<file path="src/lsr_pkg.sv">
package lsr_pkg;

  localparam int DEPTH      = 64;
  localparam int DATA_WIDTH = 32;
  localparam int AW         = $clog2(DEPTH);
  localparam int CNT_W      = $clog2(DEPTH + 1);

  localparam logic [1:0] OP_PUSH = 2'd0;
  localparam logic [1:0] OP_POP  = 2'd1;
  localparam logic [1:0] OP_REV  = 2'd2;

  localparam logic [1:0] STAT_OK  = 2'd0;
  localparam logic [1:0] STAT_OVF = 2'd1;
  localparam logic [1:0] STAT_UDF = 2'd2;

  localparam logic [CNT_W-1:0] DEPTH_CNT = CNT_W'(DEPTH);

  typedef struct packed {
    logic                  we;
    logic [AW-1:0]         waddr;
    logic [DATA_WIDTH-1:0] wdata;
    logic [AW-1:0]         raddr;
  } mem_req_t;

endpackage

</file>
<file path="src/lsr_ram.sv">
module lsr_ram #(
  parameter int DEPTH = 64,
  parameter int WIDTH = 32
) (
  input  logic                     clk,
  input  logic                     we,
  input  logic [$clog2(DEPTH)-1:0] waddr,
  input  logic [WIDTH-1:0]         wdata,
  input  logic [$clog2(DEPTH)-1:0] raddr,
  output logic [WIDTH-1:0]         rdata
);

  logic [WIDTH-1:0] mem [DEPTH];
  logic [WIDTH-1:0] rdata_r;

  always_ff @(posedge clk) begin
    if (we) begin
      mem[waddr] <= wdata;
    end
    rdata_r <= mem[raddr];
  end

  assign rdata = rdata_r;

endmodule

</file>
<file path="src/lsr_ctrl.sv">
module lsr_ctrl (
  input  logic                          clk,
  input  logic                          rst_n,
  input  logic                          in_valid,
  output logic                          in_stall,
  input  logic [1:0]                    in_opcode,
  input  logic [lsr_pkg::DATA_WIDTH-1:0] in_push_value,
  input  logic                          cfg_valid,
  output logic                          cfg_ready,
  input  logic [lsr_pkg::CNT_W-1:0]     cfg_capacity,
  output logic                          out_valid,
  input  logic                          out_stall,
  output logic [lsr_pkg::DATA_WIDTH-1:0] out_pop_value,
  output logic [1:0]                    out_status,
  output logic [lsr_pkg::CNT_W-1:0]     out_count,
  output lsr_pkg::mem_req_t             mem_req,
  input  logic [lsr_pkg::DATA_WIDTH-1:0] mem_rdata
);
  import lsr_pkg::*;

  typedef enum logic [2:0] {
    S_IDLE, S_POP, S_REV_RD_HI, S_REV_WR_LO, S_REV_WR_HI
  } state_t;

  state_t                state_r;
  logic [CNT_W-1:0]      fill_r;
  logic [CNT_W-1:0]      cap_r;
  logic [AW-1:0]         lo_r;
  logic [AW-1:0]         hi_r;
  logic [DATA_WIDTH-1:0] tmp_r;
  logic                  out_valid_r;
  logic [DATA_WIDTH-1:0] out_pop_value_r;
  logic [1:0]            out_status_r;
  logic [CNT_W-1:0]      out_count_r;

  logic                  accept;
  logic [CNT_W-1:0]      limit;
  logic                  full;
  logic [CNT_W-1:0]      fill_m1;
  logic                  more_pairs;

  assign limit      = (cap_r > DEPTH_CNT) ? DEPTH_CNT : cap_r;
  assign full       = (fill_r >= limit);
  assign fill_m1    = fill_r - CNT_W'(1);
  assign accept     = in_valid && !in_stall;
  assign in_stall   = !((state_r == S_IDLE) && (!out_valid_r || !out_stall));
  assign cfg_ready  = (state_r == S_IDLE);
  // another pair remains after (lo, hi) when lo + 1 < hi - 1
  assign more_pairs = ({1'b0, lo_r} + CNT_W'(2)) < {1'b0, hi_r};

  always_comb begin
    mem_req       = '0;
    mem_req.wdata = in_push_value;
    case (state_r)
      S_IDLE: begin
        mem_req.raddr = (in_opcode == OP_POP) ? fill_m1[AW-1:0] : '0;
        mem_req.waddr = fill_r[AW-1:0];
        mem_req.we    = accept && (in_opcode == OP_PUSH) && !full;
      end
      S_REV_RD_HI: begin
        mem_req.raddr = hi_r;
      end
      S_REV_WR_LO: begin
        mem_req.we    = 1'b1;
        mem_req.waddr = lo_r;
        mem_req.wdata = mem_rdata;
      end
      S_REV_WR_HI: begin
        mem_req.we    = 1'b1;
        mem_req.waddr = hi_r;
        mem_req.wdata = tmp_r;
        mem_req.raddr = lo_r + AW'(1);
      end
      default: begin
        mem_req.raddr = '0;
      end
    endcase
  end

  always_ff @(posedge clk) begin
    if (!rst_n) begin
      state_r     <= S_IDLE;
      fill_r      <= '0;
      cap_r       <= DEPTH_CNT;
      out_valid_r <= 1'b0;
    end else begin
      if (out_valid_r && !out_stall) begin
        out_valid_r <= 1'b0;
      end
      if (cfg_valid && cfg_ready) begin
        cap_r <= cfg_capacity;
      end
      case (state_r)
        S_IDLE: begin
          if (accept) begin
            out_pop_value_r <= '0;
            out_status_r    <= STAT_OK;
            out_count_r     <= fill_r;
            out_valid_r     <= 1'b1;
            case (in_opcode)
              OP_PUSH: begin
                if (full) begin
                  out_status_r <= STAT_OVF;
                end else begin
                  fill_r      <= fill_r + CNT_W'(1);
                  out_count_r <= fill_r + CNT_W'(1);
                end
              end
              OP_POP: begin
                if (fill_r == '0) begin
                  out_status_r    <= STAT_UDF;
                  out_pop_value_r <= '1;
                end else begin
                  // result leaves once the read data is back
                  fill_r      <= fill_m1;
                  out_valid_r <= 1'b0;
                  state_r     <= S_POP;
                end
              end
              OP_REV: begin
                if (fill_r > CNT_W'(1)) begin
                  lo_r    <= '0;
                  hi_r    <= fill_m1[AW-1:0];
                  state_r <= S_REV_RD_HI;
                end
              end
              default: begin
                out_status_r <= STAT_OK;
              end
            endcase
          end
        end
        S_POP: begin
          out_pop_value_r <= mem_rdata;
          out_status_r    <= STAT_OK;
          out_count_r     <= fill_r;
          out_valid_r     <= 1'b1;
          state_r         <= S_IDLE;
        end
        S_REV_RD_HI: begin
          tmp_r   <= mem_rdata;
          state_r <= S_REV_WR_LO;
        end
        S_REV_WR_LO: begin
          state_r <= S_REV_WR_HI;
        end
        S_REV_WR_HI: begin
          lo_r    <= lo_r + AW'(1);
          hi_r    <= hi_r - AW'(1);
          state_r <= more_pairs ? S_REV_RD_HI : S_IDLE;
        end
        default: begin
          state_r <= S_IDLE;
        end
      endcase
    end
  end

  assign out_valid     = out_valid_r;
  assign out_pop_value = out_pop_value_r;
  assign out_status    = out_status_r;
  assign out_count     = out_count_r;

endmodule

</file>
<file path="src/lifo_stack_with_reverse.sv">
// Push, reverse, no-op: result in the cycle after the request; pop first passes S_POP.
// Throughput: one push per cycle while no result is stalled; pop holds off input for its RAM read.
// Reverse holds off input in states S_REV_RD_HI, S_REV_WR_LO and S_REV_WR_HI for each of
// floor(count/2) swapped pairs, on the single read and single write port of the entry RAM.
// Reset (rst_n low, synchronous): stack empty, capacity 64, no result pending.
module lifo_stack_with_reverse (
  input  logic                           clk,
  input  logic                           rst_n,
  // command requests
  input  logic                           in_valid,
  output logic                           in_stall,
  input  logic [1:0]                     in_opcode,
  input  logic [lsr_pkg::DATA_WIDTH-1:0] in_push_value,
  // capacity register write
  input  logic                           cfg_valid,
  output logic                           cfg_ready,
  input  logic [lsr_pkg::CNT_W-1:0]      cfg_capacity,
  // results
  output logic                           out_valid,
  input  logic                           out_stall,
  output logic [lsr_pkg::DATA_WIDTH-1:0] out_pop_value,
  output logic [1:0]                     out_status,
  output logic [lsr_pkg::CNT_W-1:0]      out_count
);
  import lsr_pkg::*;

  // Controller <-> entry RAM. The controller owns the fill count and the
  // capacity register; the RAM holds only the words. Reverse is a swap walk
  // from both ends: read lo, read hi, write lo, write hi (with the next lo
  // read issued in that same cycle). No two accesses to one entry overlap, so
  // no forwarding is needed.
  mem_req_t              mem_req;
  logic [DATA_WIDTH-1:0] mem_rdata;

  lsr_ctrl u_ctrl (
    .clk           (clk),
    .rst_n         (rst_n),
    .in_valid      (in_valid),
    .in_stall      (in_stall),
    .in_opcode     (in_opcode),
    .in_push_value (in_push_value),
    .cfg_valid     (cfg_valid),
    .cfg_ready     (cfg_ready),
    .cfg_capacity  (cfg_capacity),
    .out_valid     (out_valid),
    .out_stall     (out_stall),
    .out_pop_value (out_pop_value),
    .out_status    (out_status),
    .out_count     (out_count),
    .mem_req       (mem_req),
    .mem_rdata     (mem_rdata)
  );

  // Entries are not cleared: only data from slots below the fill count is used.
  lsr_ram #(
    .DEPTH (DEPTH),
    .WIDTH (DATA_WIDTH)
  ) u_ram (
    .clk   (clk),
    .we    (mem_req.we),
    .waddr (mem_req.waddr),
    .wdata (mem_req.wdata),
    .raddr (mem_req.raddr),
    .rdata (mem_rdata)
  );

endmodule

</file>
<file path="config.mk">
export PLATFORM = sky130hd
export DESIGN_NAME = lifo_stack_with_reverse
export DESIGN_NICKNAME = d
export VERILOG_FILES = /design/src/lsr_pkg.sv /design/src/lsr_ram.sv /design/src/lsr_ctrl.sv /design/src/lifo_stack_with_reverse.sv
export SDC_FILE = /design/constraint.sdc
export NUM_CORES = 2
export LEC_CHECK = 0
export ABC_AREA = 0
export BUFFER_PORTS_ARGS = -buffer_cell sky130_fd_sc_hd__buf_4
export CAP_MARGIN = 20
export CORE_ASPECT_RATIO = 1.25
export CORE_MARGIN = 4
export CORE_UTILIZATION = 50
export CTS_BUF_LIST = sky130_fd_sc_hd__clkbuf_4 sky130_fd_sc_hd__clkbuf_8
export CTS_CLUSTER_DIAMETER = 200
export DETAILED_ROUTE_END_ITERATION = 12
export PLACE_DENSITY = 0.65
export SLEW_MARGIN = 10
export SYNTH_ARGS = -nofsm -noshare
export SYNTH_HDL_FRONTEND = slang
export SYNTH_SLANG_ARGS = --single-unit
export TNS_END_PERCENT = 5
</file>
<file path="constraint.sdc">
create_clock -name clk -period 6.82 [get_ports clk]
set_clock_uncertainty 0.2 [all_clocks]
set_input_delay 0.682 -clock clk [delete_from_list [all_inputs] [get_ports clk]]
set_output_delay 0.682 -clock clk [all_outputs]
set_load 0.1 [all_outputs]
</file>
* Word level (Yosys, flattened, before mapping)
Memories as Yosys holds them, arrays and structs flattened. A register that Yosys moved wholly into a read port is not among the register bits.
Cells that the tools add are included.
** Word-level totals
- Flip-flop bits (word level) :: 103
- Memory bits (writable) :: 2048
- Input port bits :: 46
- Output and inout port bits :: 44
- Word-level logic and storage cells :: 96
- Memories :: 1
** Memory list
- u_ram.mem :: depth 64, bits a word 32, rd ports 1, clocked after Yosys merged registers in 1, wr ports 1, RTL line lsr_ram.sv:13 : logic [WIDTH-1:0] mem [DEPTH];
** Cells by class
- Add/sub/neg operators :: 5
- Magnitude comparators :: 4
- Equal/unequal tests :: 13
- Muxes and demuxes :: 41
- Reduce and logical (&&, ||, !) cells :: 22
** Operators with widths (number)
- $pmux 32 s2 :: 2
- $mux 32 :: 3
- $mux 6 :: 7
- $mux 7 :: 5
- $pmux 7 s2 :: 2
- $pmux 6 s2 :: 2
- $pmux 7 s3 :: 1
- $pmux 6 s3 :: 1
- $pmux 3 s4 :: 1
- $mux 3 :: 3
- $ne 3x3->1 const B :: 3
- $ne 2x2->1 const B :: 4
- $pmux 2 s2 :: 2
- $reduce_and 4->1 :: 2
- $add 6x2->7 const B :: 1
- $add 7x1->7 const B :: 1
- $ge 7x7->1 :: 1
- $gt 7x1->1 const B :: 1
- $gt 7x7->1 const B :: 1
- $logic_not 7->1 :: 1
- $lt 7x6->1 :: 1
- $mux 1 :: 7
- $sub 7x1->7 const B :: 1
- $add 6x1->6 const B :: 1
- other kinds (18) :: 31

* Depth between registers and ports, before layout
- Depth in word-level cells :: 9
- Depth in mapped cells :: 15
- Mapped depth without buffers :: 10

* Modules after synthesis
A second synthesis with hierarchy kept.
** Second synthesis, totals
- Cell total of the unflattened synthesis :: 3854
- Area total of the unflattened synthesis :: 84053.1 µm²
** By module, submodules not included
- lsr_ram :: instances 1, cells an instance 3324, area an instance 78515.3 µm², seq. area each 62139.6 µm²
- lsr_ctrl :: instances 1, cells an instance 530, area an instance 5537.8 µm², seq. area each 2912.8 µm²

* Worst setup path after synthesis
Ideal clock, no wire load.
- Kind :: register to register
- From :: register u_ctrl.state_r[2]
- To :: register u_ctrl.out_count_r[0] (netlist: u_ctrl.out_count[0]), enable pin
- Library setup time :: 541 ps
- Arrival time :: 7419 ps
- Required time :: 6079 ps
- Slack :: -1340 ps
- Stages on the path, launching flop included :: 7
- Clock period less this slack :: 8160 ps
- Cells stage by stage :: dfxtp_1 -> clkbuf_1 -> nor3_1 -> and3_1 -> clkbuf_1 -> nor2_1 -> nor4_1
** On the way
- Word-level cells in the longest chain between the ends :: 5
- Elaborated cells on any way between the ends :: 7
- Classes of those cells :: eq/ne (2); reduce/logical (5)
** RTL lines
- from (decl) :: RTL line lsr_ctrl.sv:25 : state_t state_r;
- from (signal assigned) :: RTL line lsr_ctrl.sv:150 : state_r <= more_pairs ? S_REV_RD_HI : S_IDLE;
- $logic_not 3->1 *
- net cfg_ready :: RTL line lifo_stack_with_reverse.sv:16 : output logic cfg_ready,
- $logic_and 1x1->1 :: RTL line lsr_ctrl.sv:46 : assign in_stall = !((state_r == S_IDLE) && (!out_valid_r || !out_stall));
- $logic_and 1x1->1 :: RTL line lsr_ctrl.sv:45 : assign accept = in_valid && !in_stall;
- $ne 2x2->1 (no line)
- $reduce_and 3->1 (no line) *
- to (signal assigned) :: RTL line lsr_ctrl.sv:98 : out_count_r <= fill_r;
- to (signal assigned) :: RTL line lsr_ctrl.sv:106 : out_count_r <= fill_r + CNT_W'(1);
- to (signal assigned) :: RTL line lsr_ctrl.sv:136 : out_count_r <= fill_r;
- to (decl) :: RTL line lsr_ctrl.sv:34 : logic [CNT_W-1:0] out_count_r;
Mark *: on every way through the listed nets, which the timed path passes. The rest lies on a longest branch.
A chain may end at the register's enable or synchronous reset.

* Worst setup path in the final report
- From :: register u_ctrl.fill_r[0]
- To :: memory u_ram.mem[52][7], enable pin
** On the way
- Word-level cells in the longest chain between the ends :: 6
** RTL lines
- from (decl) :: RTL line lsr_ctrl.sv:26 : logic [CNT_W-1:0] fill_r;
- from (signal assigned) :: RTL line lsr_ctrl.sv:105 : fill_r <= fill_r + CNT_W'(1);
- from (signal assigned) :: RTL line lsr_ctrl.sv:115 : fill_r <= fill_m1;
- $ge 7x7->1 :: RTL line lsr_ctrl.sv:43 : assign full = (fill_r >= limit);
- $logic_not 1->1 :: RTL line lsr_ctrl.sv:58 : mem_req.we = accept && (in_opcode == OP_PUSH) && !full;
- $logic_and 1x1->1 :: RTL line lsr_ctrl.sv:58
- $pmux 7 s3 * :: RTL line lsr_ctrl.sv:54 : case (state_r)
- $mux 1 :: RTL line lsr_ram.sv:17 : if (we) begin
- $mux 1 (not written as such) :: RTL line lsr_ram.sv:18 : mem[waddr] <= wdata;
- to (decl) :: RTL line lsr_ram.sv:13
Mark *: on every way between the ends. The rest lies on a longest branch, timed or not.

==> impl_metrics.py <==
metrics = {
    "timing": {
        "worst_pin_slew_ns": 1.10,
        "slew_viol_final": 0,
        "rsz0062_at_grt": "false",
        "hold_viol": 0,
        "setup_viol": 0,
        "fin_setup_tns_ns": 0,
        "whs_ns": 0.0583,
        "timing.final.crit_share_pct": 77.7,
        "period_minus_slack_ns": 5.30,
        "relSlewSlack_pct": 26.8,
        "fmax_mhz": 189,
    },
    "global_route": {
        "grtUsageTotal_pct": 23.6,
        "grt_start_max_net_pins": 144,
        "antenna_found_initial": 2,
        "grt_overflow": 0,
        "first_global_vias": 47084,
        "grt_pass1_wl_mm": 311,
    },
    "pwr": {
        "vdd_drop_max_mv": 0.231,
        "powerDensity_nw_per_um2": 296,
        "p_total_mw": 28.4,
        "p_leak_nw": 32.9,
    },
    "floorplanning": {
        "core_um2": 170000,
        "rows": 169,
        "ios": 90,
        "die_w_um": 378,
        "start_util_pct": 50.3,
        "die_h_um": 470,
        "dieArea_um2": 178000,
    },
    "finish": {
        "area_growth_pct": 12.4,
        "fin_nets": 5371,
        "utilization_pct": 56.6,
        "layout_common_cells": "2133 x edfxtp_1, 942 x nand2_1, 341 x clkbuf_8, 267 x and3_1, 256 x mux4_2",
        "drive_gt1_share_pct": 21.4,
        "stdcell_area_um2": 96100,
        "num-fill-cells": 12855,
        "final_common_cell": "edfxtp_1",
    },
    "routing": {
        "drt_iter0_markers": 5242,
        "routed_via_density": 6.10,
        "vias": 47355,
        "final_antenna_net_count": 0,
        "drt_pre_antenna_iters": 6,
        "drc": 0,
        "post_drt_wl_per_cell_um": 27.2,
        "wl_mm": 211,
    },
    "run": {
        "maxCapViolCount": 0,
    },
    "logic_synthesis": {
        "synth_nets": 5083,
        "syn_area_um2": 85400,
        "ys_ff_latch": 2183,
        "ys_seq_area_share_pct": 76.1,
        "syn_avg_cell_area_um2": 17.0,
        "syn_inst": 5016,
        "postSynth.asyncResetShare_pct": 0,
        "ys_warn_count": 0,
        "synthDistinctLibCells": 59,
        "synth_edf_count": 2133,
        "yosys_most_used_dff": "edfxtp_1",
    },
    "critical_path": {
        "worstSetupStartpointType": "flip-flop",
        "ff2ff_setup_slack_ns": 1.52,
        "crit-reg2reg-capture": "u_ram.mem[52][7]",
        "endpoint_kind": "flip-flop",
        "critPathRequiredTime_ns": 7.27,
        "startpoint": "u_ctrl.fill_r[0]",
        "worstRegToRegCells": 12,
        "timing.critical_path.to": "u_ram.mem[52][7]",
        "crit_fanout": 64,
        "critPathKind": "flip-flop to flip-flop",
        "reg2reg_from": "u_ctrl.fill_r[0]",
        "worstPathArrival_ns": 5.75,
    },
    "placement": {
        "hpwl_mm": 117,
        "gp_congestion": 0.849,
        "io_buffers": 89,
        "placed_area_um2": 89500,
    },
    "clock_tree": {
        "clock-sinks": 2183,
        "cts-buffers-inserted": 329,
        "path_clk_slew_ns": 0.07,
        "insertion_delay_ns": 1.02,
        "clockRootBuffer": "clkbuf_8",
        "cts_tree": "yes",
        "htree_levels": 5,
        "clockBufferDepth": 4,
    },
    "outcome": {
        "status": "complete, no violations",
    },
    "hold_path": {
        "hold_class": "input pin to flip-flop",
    },
}
-- per-stage QoR --
stage / cells / worst slack, ns
after detailed placement: 7164 / 1.54
after floorplan: 5016 / 0.932
after global placement: 7161 / 1.59
after CTS: 7751 / 1.61
final: 7758 / 1.52
after global routing: 7758 / 1.28
-- per-layer routing --
metal	global-route usage, %	wire length (µm)	up-vias
li1	-	-	20346
met5	0	0	-
met3	3.99	16200	385
met1	32.8	85100	24473
met4	8.00	5760	0
met2	38.3	104000	2151
-- kinds of logic after synthesis --
family / count (synthesis) / synth area share, %
mux: 453 / 9.15
fa+ha+maj: 21 / 0.308
simple gates: 1413 / 7.26
flops: 2183 / 76.1
compound gates: 592 / 5.23
xor+xnor: 19 / 0.195
buf+inv: 335 / 1.72
-- worst max-delay path: stages, from the launching register on --
cell and delay (ns):
dfxtp_1 0.66, inv_1 0.25, ha_1 0.34, nand2b_1 0.14, a21o_1 0.18, a21o_1 0.17, a21o_1 0.17, a211o_1 0.33
a21oi_1 0.70, a311oi_4 0.21, buf_4 0.44, nor3_2 0.58, buf_4 0.47
-- layout make-up --
class / count / area [µm²] / share of cell area (%)
antenna: 1 / 2.50 / 0.00260
timing repair buffer: 277 / 2520 / 2.62
sequential: 2183 / 65100 / 67.7
multi-input combinational: 2498 / 19500 / 20.3
tap: 2223 / 2780 / 2.90
inverter: 15 / 56.3 / 0.0586
clock inverter: 116 / 681 / 0.708
clock buffer: 445 / 5470 / 5.70
-- worst min-delay path by stage --
stage,start,endpoint,slack (ns),cells past startpoint
2_1_floorplan,u_ram.rdata[0],u_ctrl.tmp_r[0],0.23,0
3_3_place_gp,u_ctrl.cap_r[5],u_ctrl.cap_r[5],0.25,2
3_5_place_dp,u_ctrl.cap_r[1],u_ctrl.cap_r[1],0.26,2
4_1_cts,in_push_value[22],u_ram.mem[15][22],0.03,3
5_1_grt,in_push_value[1],u_ram.mem[6][1],0.02,3
6_report,in_push_value[1],u_ram.mem[1][1],0.06,3
-- registers in the layout (all words and copies together), names as in the netlist --
name,count
u_ram.mem,2048
u_ctrl.out_pop_value,32
u_ctrl.tmp_r,32
u_ram.rdata,32
u_ctrl.cap_r,7
u_ctrl.fill_r,7
u_ctrl.out_count,7
u_ctrl.hi_r,6
u_ctrl.lo_r,6
u_ctrl.state_r,3
u_ctrl.out_status,2
u_ctrl.out_valid,1
-- cells in the mapped netlist (all sizes together), types with 12 or more instances --
| cell type | count | area (µm²) |
|---|---|---|
| a21o | 38 | 285 |
| a31oi | 131 | 820 |
| and3 | 267 | 1670 |
| xnor2 | 12 | 105 |
| mux4 | 256 | 5770 |
| o32ai | 63 | 552 |
| ha | 21 | 263 |
| nand2 | 976 | 3660 |
| a22oi | 230 | 1730 |
| inv | 15 | 56.3 |
| nor2 | 47 | 176 |
| mux2i | 133 | 1330 |
| clkbuf | 218 | 818 |
| nor3 | 69 | 345 |
| buf | 102 | 594 |
| mux2 | 64 | 721 |
| dfxtp | 50 | 1000 |
| nand3 | 13 | 65.1 |
| edfxtp | 2133 | 64100 |
| a221o | 64 | 641 |
| a21oi | 23 | 115 |
-- where the power goes --
part	switching [mW]	total, mW	leakage, nW	internal (mW)
registers	0.191	15.1	19.6	14.9
logic	2.04	3.10	9.99	1.06
clock network	4.75	10.2	3.28	5.45
-- timing repair --
action                    4_1_cts  5_1_grt
gates resized for setup         0        0
hold endpoints to repair       24        0
setup buffers                   0        0
hold buffers                   26        0
No activity file was read; power rests on OpenSTA's default activity.
